### config.mk
export PLATFORM = sky130hd
export DESIGN_NAME = websocket_frame_deframer
export DESIGN_NICKNAME = d
export VERILOG_FILES = /design/src/rtl/wsd_pkg.sv /design/src/rtl/websocket_frame_deframer.sv /design/src/rtl/wsd_parser.sv /design/src/rtl/wsd_out_skid.sv
export SDC_FILE = /design/constraint.sdc
export NUM_CORES = 1
export LEC_CHECK = 0
export ABC_AREA = 1
export BUFFER_PORTS_ARGS = -buffer_cell sky130_fd_sc_hd__buf_2
export CAP_MARGIN = 20
export CELL_PAD_IN_SITES_DETAIL_PLACEMENT = 0
export CELL_PAD_IN_SITES_GLOBAL_PLACEMENT = 1
export CORE_UTILIZATION = 44
export CTS_CLUSTER_SIZE = 25
export DETAILED_ROUTE_END_ITERATION = 7
export PLACE_DENSITY_LB_ADDON = 0.1
export SYNTH_ARGS = -nofsm -noshare
export SYNTH_HDL_FRONTEND = slang
export SYNTH_SLANG_ARGS = --single-unit
### constraint.sdc
create_clock -name clk_i -period 7.5 [get_ports clk_i]
set_input_delay 1.5 -clock clk_i [delete_from_list [all_inputs] [get_ports clk_i]]
set_output_delay 1.5 -clock clk_i [all_outputs]
set_load 0.01 [all_outputs]
### src/rtl/wsd_pkg.sv
package wsd_pkg;

  typedef enum logic [2:0] {
    PH_HDR0    = 3'd0,
    PH_HDR1    = 3'd1,
    PH_EXT16   = 3'd2,
    PH_EXT64   = 3'd3,
    PH_KEY     = 3'd4,
    PH_PAYLOAD = 3'd5
  } phase_e;

  localparam logic [6:0] LEN16_CODE = 7'd126;
  localparam logic [6:0] LEN64_CODE = 7'd127;

  // value of the byte counter on the last byte of each multi-byte field
  localparam logic [2:0] EXT16_LAST = 3'd1;
  localparam logic [2:0] EXT64_LAST = 3'd7;
  localparam logic [2:0] KEY_LAST   = 3'd3;

  localparam logic RESULT_HEADER  = 1'b0;
  localparam logic RESULT_PAYLOAD = 1'b1;

  typedef struct packed {
    logic        kind;
    logic        fin;
    logic [3:0]  opcode;
    logic        masked;
    logic [62:0] decoded_len;
    logic [3:0]  header_length;
    logic [7:0]  payload_byte;
    logic        last;
    logic        length_error;
  } wsd_result_t;

endpackage

### src/rtl/websocket_frame_deframer.sv
// Output: a byte that completes a header or carries payload yields a registered
//   result, kept in the skid entry on a stall; other header bytes yield nothing.
// Throughput: one byte per cycle while in_stall_o is low; the output register
//   plus skid entry take one more result while a result waits, then stall input.
// Reset: rst_ni is asynchronous, active low; it clears the parse phase,
//   counters and output valid, so the next byte is a first header byte.
module websocket_frame_deframer (
  input  logic        clk_i,
  input  logic        rst_ni,

  input  logic        in_valid_i,
  output logic        in_stall_o,
  input  logic [7:0]  data_byte_i,
  input  logic        message_start_i,

  output logic        out_valid_o,
  input  logic        out_stall_i,
  output logic        result_kind_o,
  output logic        fin_flag_o,
  output logic [3:0]  frame_opcode_o,
  output logic        masked_flag_o,
  output logic [62:0] decoded_len_o,
  output logic [3:0]  header_length_o,
  output logic [7:0]  payload_byte_o,
  output logic        last_of_frame_o,
  output logic        length_error_o
);

  logic                 accept;
  logic                 res_valid;
  logic                 skid_full;
  wsd_pkg::wsd_result_t res;
  wsd_pkg::wsd_result_t out_data;

  // Stall only when the skid entry is occupied; that is a registered signal,
  // so the input side never waits on the output stall combinationally.
  assign in_stall_o = skid_full;
  assign accept     = in_valid_i && !skid_full;

  // Header parse, key capture and payload unmasking, one byte per transfer.
  wsd_parser u_parser (
    .clk_i           (clk_i),
    .rst_ni          (rst_ni),
    .accept_i        (accept),
    .data_byte_i     (data_byte_i),
    .message_start_i (message_start_i),
    .res_valid_o     (res_valid),
    .res_o           (res)
  );

  // Result register with one skid entry: a result can be produced on the
  // same edge that the downstream side first stalls without being dropped.
  wsd_out_skid u_out (
    .clk_i       (clk_i),
    .rst_ni      (rst_ni),
    .push_i      (accept && res_valid),
    .push_data_i (res),
    .full_o      (skid_full),
    .out_valid_o (out_valid_o),
    .out_stall_i (out_stall_i),
    .out_data_o  (out_data)
  );

  // Unpack the result onto the field ports.
  assign result_kind_o    = out_data.kind;
  assign fin_flag_o       = out_data.fin;
  assign frame_opcode_o   = out_data.opcode;
  assign masked_flag_o    = out_data.masked;
  assign decoded_len_o    = out_data.decoded_len;
  assign header_length_o  = out_data.header_length;
  assign payload_byte_o   = out_data.payload_byte;
  assign last_of_frame_o  = out_data.last;
  assign length_error_o   = out_data.length_error;

endmodule

### src/rtl/wsd_parser.sv
module wsd_parser (
  input  logic                 clk_i,
  input  logic                 rst_ni,
  input  logic                 accept_i,
  input  logic [7:0]           data_byte_i,
  input  logic                 message_start_i,
  output logic                 res_valid_o,
  output wsd_pkg::wsd_result_t res_o
);

  wsd_pkg::phase_e phase_q, phase_d, ph;

  logic [2:0]  ext_cnt_q, ext_cnt_d;
  logic        fin_q, fin_d;
  logic [3:0]  opcode_q, opcode_d;
  logic        masked_q, masked_d;
  logic [63:0] accum_q, accum_d;
  logic [62:0] remain_q, remain_d;
  logic [31:0] key_q, key_d;
  logic [1:0]  key_idx_q, key_idx_d;
  logic [3:0]  hdr_cnt_q, hdr_cnt_d;

  logic        emit_hdr;
  logic        emit_pay;
  logic        len_err;
  logic [63:0] acc_shift;
  logic [3:0]  hdr_cnt_inc;
  logic [62:0] remain_dec;
  logic [7:0]  key_byte;

  assign ph          = message_start_i ? wsd_pkg::PH_HDR0 : phase_q;
  assign acc_shift   = {accum_q[55:0], data_byte_i};
  assign hdr_cnt_inc = hdr_cnt_q + 4'd1;
  assign remain_dec  = remain_q - 63'd1;

  always_comb begin
    unique case (key_idx_q)
      2'd0:    key_byte = key_q[31:24];
      2'd1:    key_byte = key_q[23:16];
      2'd2:    key_byte = key_q[15:8];
      default: key_byte = key_q[7:0];
    endcase
  end

  // datapath and result
  always_comb begin
    ext_cnt_d = ext_cnt_q;
    fin_d     = fin_q;
    opcode_d  = opcode_q;
    masked_d  = masked_q;
    accum_d   = accum_q;
    remain_d  = remain_q;
    key_d     = key_q;
    key_idx_d = key_idx_q;
    hdr_cnt_d = hdr_cnt_q;
    emit_hdr  = 1'b0;
    emit_pay  = 1'b0;
    len_err   = 1'b0;

    unique case (ph)
      wsd_pkg::PH_HDR1: begin
        masked_d  = data_byte_i[7];
        hdr_cnt_d = 4'd2;
        ext_cnt_d = 3'd0;
        accum_d   = 64'd0;
        if (data_byte_i[6:0] != wsd_pkg::LEN16_CODE &&
            data_byte_i[6:0] != wsd_pkg::LEN64_CODE) begin
          accum_d = {57'd0, data_byte_i[6:0]};
          if (data_byte_i[7]) begin
            key_d = 32'd0;
          end else begin
            emit_hdr = 1'b1;
          end
        end
      end
      wsd_pkg::PH_EXT16, wsd_pkg::PH_EXT64: begin
        accum_d   = acc_shift;
        hdr_cnt_d = hdr_cnt_inc;
        ext_cnt_d = ext_cnt_q + 3'd1;
        if (ext_cnt_q == ((ph == wsd_pkg::PH_EXT16) ? wsd_pkg::EXT16_LAST
                                                    : wsd_pkg::EXT64_LAST)) begin
          ext_cnt_d = 3'd0;
          if (masked_q) begin
            // keep the top bit as the error mark until the key is in
            key_d = 32'd0;
          end else begin
            len_err  = acc_shift[63];
            accum_d  = {1'b0, acc_shift[62:0]};
            emit_hdr = 1'b1;
          end
        end
      end
      wsd_pkg::PH_KEY: begin
        key_d     = {key_q[23:0], data_byte_i};
        hdr_cnt_d = hdr_cnt_inc;
        ext_cnt_d = ext_cnt_q + 3'd1;
        if (ext_cnt_q == wsd_pkg::KEY_LAST) begin
          ext_cnt_d = 3'd0;
          len_err   = accum_q[63];
          accum_d   = {1'b0, accum_q[62:0]};
          emit_hdr  = 1'b1;
        end
      end
      wsd_pkg::PH_PAYLOAD: begin
        emit_pay  = 1'b1;
        remain_d  = remain_dec;
        key_idx_d = key_idx_q + 2'd1;
      end
      default: begin
        fin_d     = data_byte_i[7];
        opcode_d  = data_byte_i[3:0];
        masked_d  = 1'b0;
        accum_d   = 64'd0;
        remain_d  = 63'd0;
        key_d     = 32'd0;
        key_idx_d = 2'd0;
        ext_cnt_d = 3'd0;
        hdr_cnt_d = 4'd1;
      end
    endcase

    if (emit_hdr) begin
      remain_d  = accum_d[62:0];
      key_idx_d = 2'd0;
    end

    res_valid_o = emit_hdr | emit_pay;
    res_o       = '0;
    res_o.fin   = fin_q;
    res_o.opcode = opcode_q;
    res_o.masked = masked_d;
    if (emit_pay) begin
      res_o.kind         = wsd_pkg::RESULT_PAYLOAD;
      res_o.payload_byte = data_byte_i ^ (masked_q ? key_byte : 8'd0);
      res_o.last         = (remain_dec == 63'd0);
    end else begin
      res_o.kind           = wsd_pkg::RESULT_HEADER;
      res_o.decoded_len    = accum_d[62:0];
      res_o.header_length  = hdr_cnt_d;
      res_o.last           = (accum_d == 64'd0);
      res_o.length_error   = len_err;
    end
  end

  // next phase
  always_comb begin
    phase_d = phase_q;
    unique case (ph)
      wsd_pkg::PH_HDR1: begin
        if (data_byte_i[6:0] == wsd_pkg::LEN16_CODE) begin
          phase_d = wsd_pkg::PH_EXT16;
        end else if (data_byte_i[6:0] == wsd_pkg::LEN64_CODE) begin
          phase_d = wsd_pkg::PH_EXT64;
        end else if (data_byte_i[7]) begin
          phase_d = wsd_pkg::PH_KEY;
        end else begin
          phase_d = (accum_d == 64'd0) ? wsd_pkg::PH_HDR0 : wsd_pkg::PH_PAYLOAD;
        end
      end
      wsd_pkg::PH_EXT16, wsd_pkg::PH_EXT64: begin
        if (ext_cnt_q == ((ph == wsd_pkg::PH_EXT16) ? wsd_pkg::EXT16_LAST
                                                    : wsd_pkg::EXT64_LAST)) begin
          if (masked_q) begin
            phase_d = wsd_pkg::PH_KEY;
          end else begin
            phase_d = (accum_d == 64'd0) ? wsd_pkg::PH_HDR0 : wsd_pkg::PH_PAYLOAD;
          end
        end else begin
          phase_d = ph;
        end
      end
      wsd_pkg::PH_KEY: begin
        if (ext_cnt_q == wsd_pkg::KEY_LAST) begin
          phase_d = (accum_d == 64'd0) ? wsd_pkg::PH_HDR0 : wsd_pkg::PH_PAYLOAD;
        end else begin
          phase_d = wsd_pkg::PH_KEY;
        end
      end
      wsd_pkg::PH_PAYLOAD: begin
        phase_d = (remain_dec == 63'd0) ? wsd_pkg::PH_HDR0 : wsd_pkg::PH_PAYLOAD;
      end
      default: begin
        phase_d = wsd_pkg::PH_HDR1;
      end
    endcase
  end

  always_ff @(posedge clk_i or negedge rst_ni) begin
    if (!rst_ni) begin
      phase_q   <= wsd_pkg::PH_HDR0;
      ext_cnt_q <= 3'd0;
      key_idx_q <= 2'd0;
      hdr_cnt_q <= 4'd0;
      fin_q     <= 1'b0;
      opcode_q  <= 4'd0;
      masked_q  <= 1'b0;
    end else if (accept_i) begin
      phase_q   <= phase_d;
      ext_cnt_q <= ext_cnt_d;
      key_idx_q <= key_idx_d;
      hdr_cnt_q <= hdr_cnt_d;
      fin_q     <= fin_d;
      opcode_q  <= opcode_d;
      masked_q  <= masked_d;
    end
  end

  // wide fields are always written in the first header byte before use
  always_ff @(posedge clk_i) begin
    if (accept_i) begin
      accum_q  <= accum_d;
      remain_q <= remain_d;
      key_q    <= key_d;
    end
  end

endmodule

### src/rtl/wsd_out_skid.sv
module wsd_out_skid (
  input  logic                 clk_i,
  input  logic                 rst_ni,
  input  logic                 push_i,
  input  wsd_pkg::wsd_result_t push_data_i,
  output logic                 full_o,
  output logic                 out_valid_o,
  input  logic                 out_stall_i,
  output wsd_pkg::wsd_result_t out_data_o
);

  logic                 out_valid_q, out_valid_d;
  logic                 skid_valid_q, skid_valid_d;
  wsd_pkg::wsd_result_t out_data_q, out_data_d;
  wsd_pkg::wsd_result_t skid_data_q, skid_data_d;
  logic                 load_out;

  assign load_out = !out_valid_q || !out_stall_i;

  always_comb begin
    out_valid_d  = out_valid_q;
    out_data_d   = out_data_q;
    skid_valid_d = skid_valid_q;
    skid_data_d  = skid_data_q;
    if (load_out) begin
      if (skid_valid_q) begin
        out_valid_d  = 1'b1;
        out_data_d   = skid_data_q;
        skid_valid_d = 1'b0;
      end else begin
        out_valid_d = push_i;
        out_data_d  = push_data_i;
      end
    end else if (push_i) begin
      skid_valid_d = 1'b1;
      skid_data_d  = push_data_i;
    end
  end

  always_ff @(posedge clk_i or negedge rst_ni) begin
    if (!rst_ni) begin
      out_valid_q  <= 1'b0;
      skid_valid_q <= 1'b0;
    end else begin
      out_valid_q  <= out_valid_d;
      skid_valid_q <= skid_valid_d;
    end
  end

  always_ff @(posedge clk_i) begin
    out_data_q  <= out_data_d;
    skid_data_q <= skid_data_d;
  end

  assign full_o      = skid_valid_q;
  assign out_valid_o = out_valid_q;
  assign out_data_o  = out_data_q;

endmodule

# After elaboration in Yosys (flattened, before gate mapping)
# Cells that the tools add are included.
[totals]
reg_bits = 347
input_bits = 13
out_inout_bits = 86
word_cells = 130
[op_classes]
addsub = 4
n_eq_ne = 18
mux = 52
n_bitwise = 5
n_reduce_logical = 21
[op_table]
columns = ["cell", "n"]
rows = [
  ["$pmux 64 s4", 1],
  ["$mux 64", 3],
  ["$mux 32", 4],
  ["$pmux 32 s4", 1],
  ["$pmux 63 s2", 1],
  ["$mux 84", 1],
  ["$mux 67", 1],
  ["$logic_not 64->1", 1],
  ["$logic_not 63->1", 1],
  ["$mux 63", 1],
  ["$sub 63x1->63 const B", 1],
  ["$mux 3", 12],
  ["$pmux 8 s3", 1],
  ["$mux 8", 2],
  ["$mux 1", 15],
  ["$eq 7x7->1 const B", 2],
  ["$ne 7x7->1 const B", 2],
  ["$pmux 3 s4", 1],
  ["$pmux 4 s3", 1],
  ["$eq 3x2->1 const B", 3],
  ["$pmux 3 s3", 1],
  ["$ne 2x1->1 const B", 4],
  ["$reduce_and 2->1", 4],
  ["$reduce_or 4->1", 2],
  ["other kinds (26)", 34],
]

# Longest topological paths before layout
# Gate-level depths: netlist (run 1).
[depth]
ltp_word = 12
mapped_depth = 21
ltp_nobuf = 19

# Modules after synthesis
# From an unflattened synthesis (run 1), not the netlist that was laid out.
[unflattened]
cells_unflattened = 1893
area_unflattened_um2 = 17439.2
[modules_own_cells]
columns = ["module", "instances", "cells_each", "area_each_um2", "seq_area_each_um2"]
rows = [
  ["wsd_parser", 1, 1440, 11194.5, 5225.0],
  ["wsd_out_skid", 1, 448, 6221.0, 5094.9],
  ["websocket_frame_deframer", 1, 5, 23.8, 0.0],
]

# Worst setup path after synthesis (run 1)
# No wires, ideal clock.
[synth_timing]
path_kind = "input-to-reg"
startpoint = "input out_stall_i"
endpoint = "register u_out.skid_data_q[0] (netlist bit), enable pin"
setup_ns = 0.527
arrival_ns = 7.176
t_required_ns = 6.973
setup_slack_ns = -0.203
path_stages = 2
path_buffers = 0
cell_sequence = "nand2_1 -> nor2_1"
[synth_via]
elab_chain_len = 4
[synth_lines]
columns = ["element", "line", "text"]
rows = [
  ["start, declared", "websocket_frame_deframer.sv:17", "input logic out_stall_i,"],
  ["$logic_not 1->1", "wsd_out_skid.sv:18", "assign load_out = !out_valid_q || !out_stall_i;"],
  ["$logic_or 1x1->1", "wsd_out_skid.sv:18", ""],
  ["$not 1->1 (no line)", "--", ""],
  ["$reduce_and 2->1 (no line)", "--", ""],
  ["end signal, assigned", "wsd_out_skid.sv:52", "skid_data_q <= skid_data_d;"],
  ["end, declared", "wsd_out_skid.sv:15", "wsd_pkg::wsd_result_t skid_data_q, skid_data_d;"],
]
# No other way between the ends.
# A chain may end at the register's enable or synchronous reset.

# Worst setup path after layout (run 1)
[layout_timing]
startpoint = "input message_start_i"
endpoint = "register u_out.skid_data_q[57] (netlist bit), enable pin"
[layout_via]
elab_chain_len = 9
elab_cells_between_ends = 15
cone_classes = "eq/ne: 6; mux: 5; bitwise: 1; reduce/logical: 3"
[layout_lines]
columns = ["element", "line", "text"]
rows = [
  ["start, declared", "websocket_frame_deframer.sv:14", "input logic message_start_i,"],
  ["$mux 3 (*)", "wsd_parser.sv:31", "assign ph = message_start_i ? wsd_pkg::PH_HDR0 : phase_q;"],
  ["$eq 3x2->1", "wsd_parser.sv:60, wsd_parser.sv:80", ""],
  ["$mux 3", "wsd_parser.sv:80", "if (ext_cnt_q == ((ph == wsd_pkg::PH_EXT16) ? wsd_pkg::EXT16_LAST"],
  ["$eq 3x3->1", "wsd_parser.sv:80", ""],
  ["$mux 1", "wsd_parser.sv:80", ""],
  ["$pmux 1 s3", "wsd_parser.sv:60", "unique case (ph)"],
  ["$or 1x1->1 (*)", "wsd_parser.sv:127", "res_valid_o = emit_hdr | emit_pay;"],
  ["$logic_and 1x1->1 (*)", "websocket_frame_deframer.sv:56", ".push_i (accept && res_valid),"],
  ["$reduce_and 2->1 (no line) (*)", "--", ""],
]
# Every way passes the cells marked *; elsewhere a longest branch is shown, timed or not.

==> results of run 1 <==
==> placed cells by master, fill, tap and decap left out, types with 3 or more instances in the layout <==
| master | netlist | final |
|---|---|---|
| a21oi_1 | 22 | 21 |
| a31oi_1 | 9 | 9 |
| and2_1 | 7 | 7 |
| buf_2 | 17 | 98 |
| buf_4 | 0 | 11 |
| bufinv_16 | 0 | 5 |
| clkbuf_1 | 32 | 7 |
| clkbuf_16 | 0 | 41 |
| clkinv_1 | 2 | 7 |
| clkinv_2 | 0 | 5 |
| dfrtp_1 | 20 | 19 |
| edfxtp_1 | 327 | 327 |
| ha_1 | 10 | 10 |
| inv_1 | 193 | 191 |
| inv_2 | 15 | 17 |
| nand2_1 | 605 | 604 |
| nand2_2 | 5 | 5 |
| nand3_1 | 57 | 57 |
| nand3b_1 | 14 | 14 |
| nand4_1 | 16 | 16 |
| nor2_1 | 299 | 295 |
| nor2_2 | 7 | 8 |
| nor2_4 | 4 | 7 |
| nor3_1 | 7 | 7 |
| o21ai_0 | 126 | 126 |
| o21ai_1 | 11 | 11 |
| o21ai_2 | 6 | 6 |
| o21bai_1 | 3 | 3 |
| o22ai_1 | 42 | 42 |
| xnor2_1 | 10 | 10 |
| xor2_1 | 9 | 9 |
==> power groups by stage <==
stage | Sequential [W] | Clock (W) | Combinational (W)
floorplan | 0.00273 | 0 | 0.000645
global placement | 0.00270 | 0 | 0.00110
detailed placement | 0.00271 | 0 | 0.00111
CTS | 0.00267 | 0.00200 | 0.00111
global route | 0.00270 | 0.00206 | 0.00124
finish | 0.00267 | 0.00196 | 0.00111
==> layer usage <==
layer,vias up,GRT usage [%],routed length (um)
met5,-,0,0
met4,0,7.29,1110
met3,58,2.95,2380
met2,344,39.1,22000
met1,6243,34.8,22000
li1,6421,-,-
==> critical path: stages <==
cell and delay [ns]:
buf_2 0.13, inv_2 0.09, nand3_1 0.11, nor2_2 0.35, inv_1 0.22, nor3_1 0.43
a21oi_4 0.10, inv_1 0.07, o21ai_1 0.11, nor2_4 0.77, buf_4 0.71
==> worst max path at each step <==
stage,start,end,slack (ns),cells after the start
final,message_start_i,u_out.skid_data_q[57],2.97,11
after global routing,message_start_i,u_out.skid_data_q[57],2.72,11
after CTS,message_start_i,u_out.skid_data_q[57],2.67,13
after detailed placement,message_start_i,u_out.skid_data_q[50],2.10,13
after global placement,message_start_i,u_out.skid_data_q[47],2.30,13
after floorplan,out_stall_i,u_out.skid_data_q[0],0.79,2
==> through the flow <==
step	hold slack, ns	worst slack (ns)	area [sq um]	power [W]
6_report	0.485	2.97	19400	0.00574
5_1_grt	0.505	2.72	19400	0.00600
4_1_cts	0.482	2.67	19300	0.00579
3_5_place_dp	0.468	2.10	18000	0.00381
3_3_place_gp	0.465	2.30	18000	0.00380
2_1_floorplan	0.447	0.793	17100	0.00338
==> flip-flops by register name (all words and copies together) (netlist names) <==
name and cells:
u_parser.hdr_cnt_q 4, u_parser.ext_cnt_q 3, u_out.skid_data_q 84, u_parser.key_idx_q 2, u_parser.fin_q 1, u_parser.opcode_q 4
u_parser.phase_q 3, u_parser.key_q 32, u_out.out_valid_o 1, u_out.out_data_o 84, u_parser.masked_q 1, u_parser.remain_q 63
u_parser.accum_q 64, u_out.full_o 1
==> kinds of logic after synthesis <==
kind of cell	share of synthesized area, %
xor gates and xnor gates	0.975
DFF	60.5
adders and majority gates	0.733
buffers and inverters	6.39
and+or+nand+nor	24.1
AOI/OAI and AO/OA	7.35
==> area by class of cell <==
class	instances	area, sq um
flip-flops and latches	347	10300
well taps	511	639
fillers	3565	18600
multi-input cells	1280	5700
clock buffers	50	1080
repair buffers	111	621
inverters	210	788
clock inverters	19	226
==> impl_metrics.json, run 1 <==
{
  "status": "complete, no violations",
  "synthFlopType": "edfxtp_1",
  "relSlewSlack_pct": 26.3,
  "rsz0062_at_grt": "no",
  "finalSetupTns_ns": 0,
  "io_pins": 99,
  "antennaDiodeCount": 0,
  "vias": 13066,
  "grt_pass1_wl_mm": 72.1,
  "reg2reg_slack_ns": 3.31,
  "yosysMostFrequentCell": "nand2_1",
  "criticalPathCategory": "input pin to flip-flop",
  "clkTransAtPathRegs_ns": 0.05,
  "die_area_sq_um": 39600,
  "die_height_um": 199,
  "p_per_area_nw_per_um2": 296,
  "yosys.area.top_type_share_pct": 57.5,
  "syn-num-nets": 1921,
  "antenna_found_initial": 0,
  "cts_hold_buf": 0,
  "hold_class": "flip-flop to flip-flop",
  "floorplan.rows": 71,
  "drc": 0,
  "drive_above_1_share_pct": 10.8,
  "drtPass1Iterations": 5,
  "numClockSinks": 347,
  "initial_core_util_pct": 45.0,
  "clock_latency_ns": 0.56,
  "grt-ovfl-total": 0,
  "min_period_over_period_pct": 60.4,
  "synthTopCellsByCount": "nand2_1 (605), edfxtp_1 (327), nor2_1 (299)",
  "arrival_ns": 4.69,
  "cts-root-buf": "clkbuf_16",
  "combPwrFrac_pct": 19.4,
  "hold_path_end": "u_out.skid_data_q[82]",
  "wl_per_cell_um": 18.8,
  "cts_buffers": 39,
  "hold_viol_final": 0,
  "fmaxAchievable_mhz": 221,
  "gp_congestion": 0.914,
  "die_w_um": 199,
  "dp.cells": 2457,
  "final_util_pct": 51.1,
  "reg2reg_to": "u_out.skid_data_q[57]",
  "maxCapViolCount": 0,
  "antenna_left": 0,
  "syn_area_sq_um": 17100,
  "internal_power_w": 0.00401,
  "cts_buffer_depth": 3,
  "syn_avg_cell_area_sq_um": 8.99,
  "via_per_inst": 5.17,
  "cts_htree_levels": 2,
  "cts_tree": "yes",
  "power.share.switching_pct": 30.2,
  "r2r_cells": 10,
  "p_leak_nw": 8.11,
  "drt_iter0_drc": 1178,
  "peakVddDrop_mv": 0.193,
  "worstMarginPinSlew_ns": 1.11,
  "wirelength_mm": 47.5,
  "hp-start": "u_parser.fin_q",
  "yosysTopAreaCell": "edfxtp_1",
  "port_buffers": 98,
  "instances_no_fill": 2528,
  "crit_fanout": 53,
  "synth-seq-cells": 347,
  "async_flop_share_pct": 5.76,
  "switching_power_w": 0.00173,
  "areaGrowthSynthToFinish_pct": 13.5,
  "cts_setup_buffers": 0,
  "hold_depth": 0,
  "fin_crit_ns": 4.53,
  "synth_edf_count": 327,
  "synthDistinctLibCells": 39,
  "seq_power_share_pct": 46.5,
  "fin_skew_ns": 0.0336,
  "grt_pass1_vias": 12213,
  "yosys_warnings": 0,
  "drv_slew": 0,
  "grt_max_degree": 95,
  "worstSetupStartpointType": "input pin",
  "rr_startpoint": "u_parser.phase_q[1]",
  "required_ns": 7.66,
  "nets": 2012,
  "dp_hpwl_mm": 33.0,
  "grt_usage_pct": 24.4,
  "p_clk_share_pct": 34.2,
  "synth_cells": 1898,
  "core_sq_um": 37900,
  "setup_viol": 0,
  "cts.repair.resized": 0,
  "endpoint_kind": "flip-flop",
  "synth_area_leaders": "edfxtp_1 (58%), nand2_1 (13%), nor2_1 (6.6%), inv_1 (4.2%), o21ai_0 (3.7%)",
  "ys_seq_area_share_pct": 60.5
}
No activity file was read; power rests on OpenSTA's default activity.
==> run 2, diff against run 1 <==
ABC_AREA = 0   (was 1)
clock period = 4.65 ns   (was 7.5 ns; I/O delays follow)
==> run 2 against run 1 <==
Compared with the run above:
- worst setup slack worse by 2.6 ns
- sequential cell count unchanged
- via count down 8.3%
- register-to-register slack worse by 2.9 ns
- critical endpoint is now u_parser.phase_q[2]
- synthesized cell count down 22%
- routed wire length down 3.4%
==> impl_metrics.json, run 2 <==
{
  "status": "complete, no violations",
  "areaGrowthSynthToFinish_pct": 15.4,
  "final_common_cell": "edfxtp_1",
  "reg2reg_slack_ns": 0.41,
  "peakVddDrop_mv": 0.237,
  "arrival_ns": 4.65,
  "drt_iter0_drc": 1089,
  "cts_buffers": 40,
  "maxCapViolCount": 0,
  "worstMarginPinSlew_ns": 0.905,
  "cts_tree": "yes",
  "crit_fanout": 6,
  "clock_latency_ns": 0.56,
  "syn_area_sq_um": 16800,
  "dp_hpwl_mm": 30.8,
  "fin_skew_ns": 0.0147,
  "relSlewSlack_pct": 39.6,
  "grt_max_degree": 83,
  "synthTopCellsByCount": "edfxtp_1 (327), nand2_1 (225), nor2_1 (107)",
  "hold_viol_final": 0,
  "gp_congestion": 0.878,
  "grt-ovfl-total": 0,
  "syn_avg_cell_area_sq_um": 11.4,
  "p_leak_nw": 7.53,
  "wl_per_cell_um": 21.9,
  "antenna_left": 0,
  "endpoint_kind": "flip-flop",
  "required_ns": 5.06,
  "synthFlopType": "edfxtp_1",
  "antennaDiodeCount": 0,
  "synth_area_leaders": "edfxtp_1 (59%), nand2_1 (5.0%), o31ai_1 (3.0%), dfrtp_1 (3.0%), nor2_1 (2.4%)",
  "die_area_sq_um": 38900,
  "finalSetupTns_ns": 0,
  "cts_hold_buf": 0,
  "fin_ws_ns": 0.408,
  "layout_common_cells": "edfxtp_1 (327), nand2_1 (223), nor2_1 (106)",
  "worstSetupStartpointType": "flip-flop",
  "dp_slack_ns": 0.474,
  "drc": 0,
  "vias": 11982,
  "yosys.area.top_type_share_pct": 58.6,
  "async_flop_share_pct": 5.76,
  "antenna_found_initial": 0,
  "clkTransAtPathRegs_ns": 0.07,
  "die_height_um": 197,
  "rsz0062_at_grt": "no",
  "drtPass1Iterations": 5,
  "reg2reg_to": "u_parser.phase_q[2]",
  "synthDistinctLibCells": 67,
  "nets": 1579,
  "drive_above_1_share_pct": 16.8,
  "synth-seq-cells": 347,
  "cts-root-buf": "clkbuf_16",
  "final_util_pct": 51.5,
  "grt_pass1_wl_mm": 70.8,
  "numClockSinks": 347,
  "cts_htree_levels": 2,
  "port_buffers": 98,
  "hold_class": "input pin to asynchronous set/reset pin",
  "endpoint": "u_parser.phase_q[2]",
  "initial_core_util_pct": 44.6,
  "via_per_inst": 5.71,
  "drv_slew": 0,
  "io_pins": 99,
  "grt_pass1_vias": 11493,
  "floorplan.rows": 71,
  "min_period_over_period_pct": 91.2,
  "criticalPathCategory": "flip-flop to flip-flop",
  "p_per_area_nw_per_um2": 449,
  "fmaxAchievable_mhz": 236,
  "cp-startpoint": "u_parser.remain_q[5]",
  "grt_usage_pct": 24.1,
  "core_sq_um": 37600,
  "syn-num-nets": 1495,
  "cts_setup_buffers": 0,
  "die_w_um": 197,
  "setup_viol": 0,
  "yosysMostFrequentCell": "edfxtp_1",
  "yosys_warnings": 0,
  "cts.repair.resized": 0,
  "synth_cells": 1472,
  "yosysTopAreaCell": "edfxtp_1",
  "fin_crit_ns": 4.24,
  "r2r_cells": 9,
  "ys_seq_area_share_pct": 61.5,
  "rr_startpoint": "u_parser.remain_q[5]",
  "wirelength_mm": 45.9,
  "cts_buffer_depth": 3,
  "synth_edf_count": 327,
  "total_power_w": 0.00869
}
## run 2: cell types whose count changed after synthesis, sizes merged, moves of 59 or more
cell | before | now
inv | 208 | 67
nand2 | 610 | 225
o31ai | 1 | 68
o21ai | 143 | 45
clkbuf | 32 | 91
nor2 | 310 | 107
## run 2: worst min path at each step
| stage | from | to | slack [ns] | cells after the start |
|---|---|---|---|---|
| after detailed placement | u_parser.opcode_q[1] | u_out.skid_data_q[79] | 0.46 | 0 |
| after global routing | rst_ni | u_parser.phase_q[0] | 0.39 | 1 |
| after global placement | u_parser.opcode_q[1] | u_out.skid_data_q[79] | 0.45 | 0 |
| after CTS | rst_ni | u_parser.phase_q[0] | 0.35 | 1 |
| final | rst_ni | u_parser.key_idx_q[1] | 0.36 | 1 |
| after floorplan | u_parser.opcode_q[0] | u_out.skid_data_q[78] | 0.44 | 0 |
## run 2: kinds of logic (layout without fill, tap and decap cells)
family | Yosys count | count (layout) | synth area share, %
simple gates | 603 | 603 | 18.2
flops | 347 | 347 | 61.5
compound gates | 253 | 253 | 10.5
buf+inv | 169 | 284 | 3.84
xor+xnor | 62 | 62 | 3.28
mux | 28 | 28 | 1.89
fa+ha+maj | 10 | 10 | 0.746
## run 2: layer usage
layer	track usage, %	wire length (um)
met1	35.1	21400
met2	37.6	21300
met3	2.97	2250
met4	7.21	964
met5	0	0
## run 2: stage by stage
stage / hold slack, ns / instances / cell area (sq um)
floorplan: 0.439 / 1472 / 16800
global placement: 0.451 / 2025 / 18000
detailed placement: 0.457 / 2025 / 18000
CTS: 0.352 / 2098 / 19400
global route: 0.391 / 2098 / 19400
finish: 0.360 / 2098 / 19400
## run 2: where the power goes
group	internal (W)	switching (W)	total (W)
Sequential	0.00387	0.000250	0.00412
Combinational	0.000473	0.000867	0.00134
Clock	0.00195	0.00128	0.00323
Total	0.00629	0.00240	0.00869
## run 2: layout make-up
| type | instances | area, sq um |
|---|---|---|
| tap | 511 | 639 |
| clock inverter | 23 | 270 |
| clock buffer | 50 | 1060 |
| timing repair buffer | 142 | 908 |
| inverter | 69 | 260 |
| sequential | 347 | 10300 |
| fill | 3393 | 18200 |
| multi-input combinational | 956 | 5890 |
## run 2: worst max-delay path, cell delays in order (launching register included)
cell and delay [ns]:
edfxtp_1 0.51, or4_4 0.54, or4_4 0.58, or4_4 0.60, or4_4 0.54, xnor2_2 0.15
nor4_2 0.29, nand3_1 0.15, nor4_2 0.50, o2111ai_1 0.21
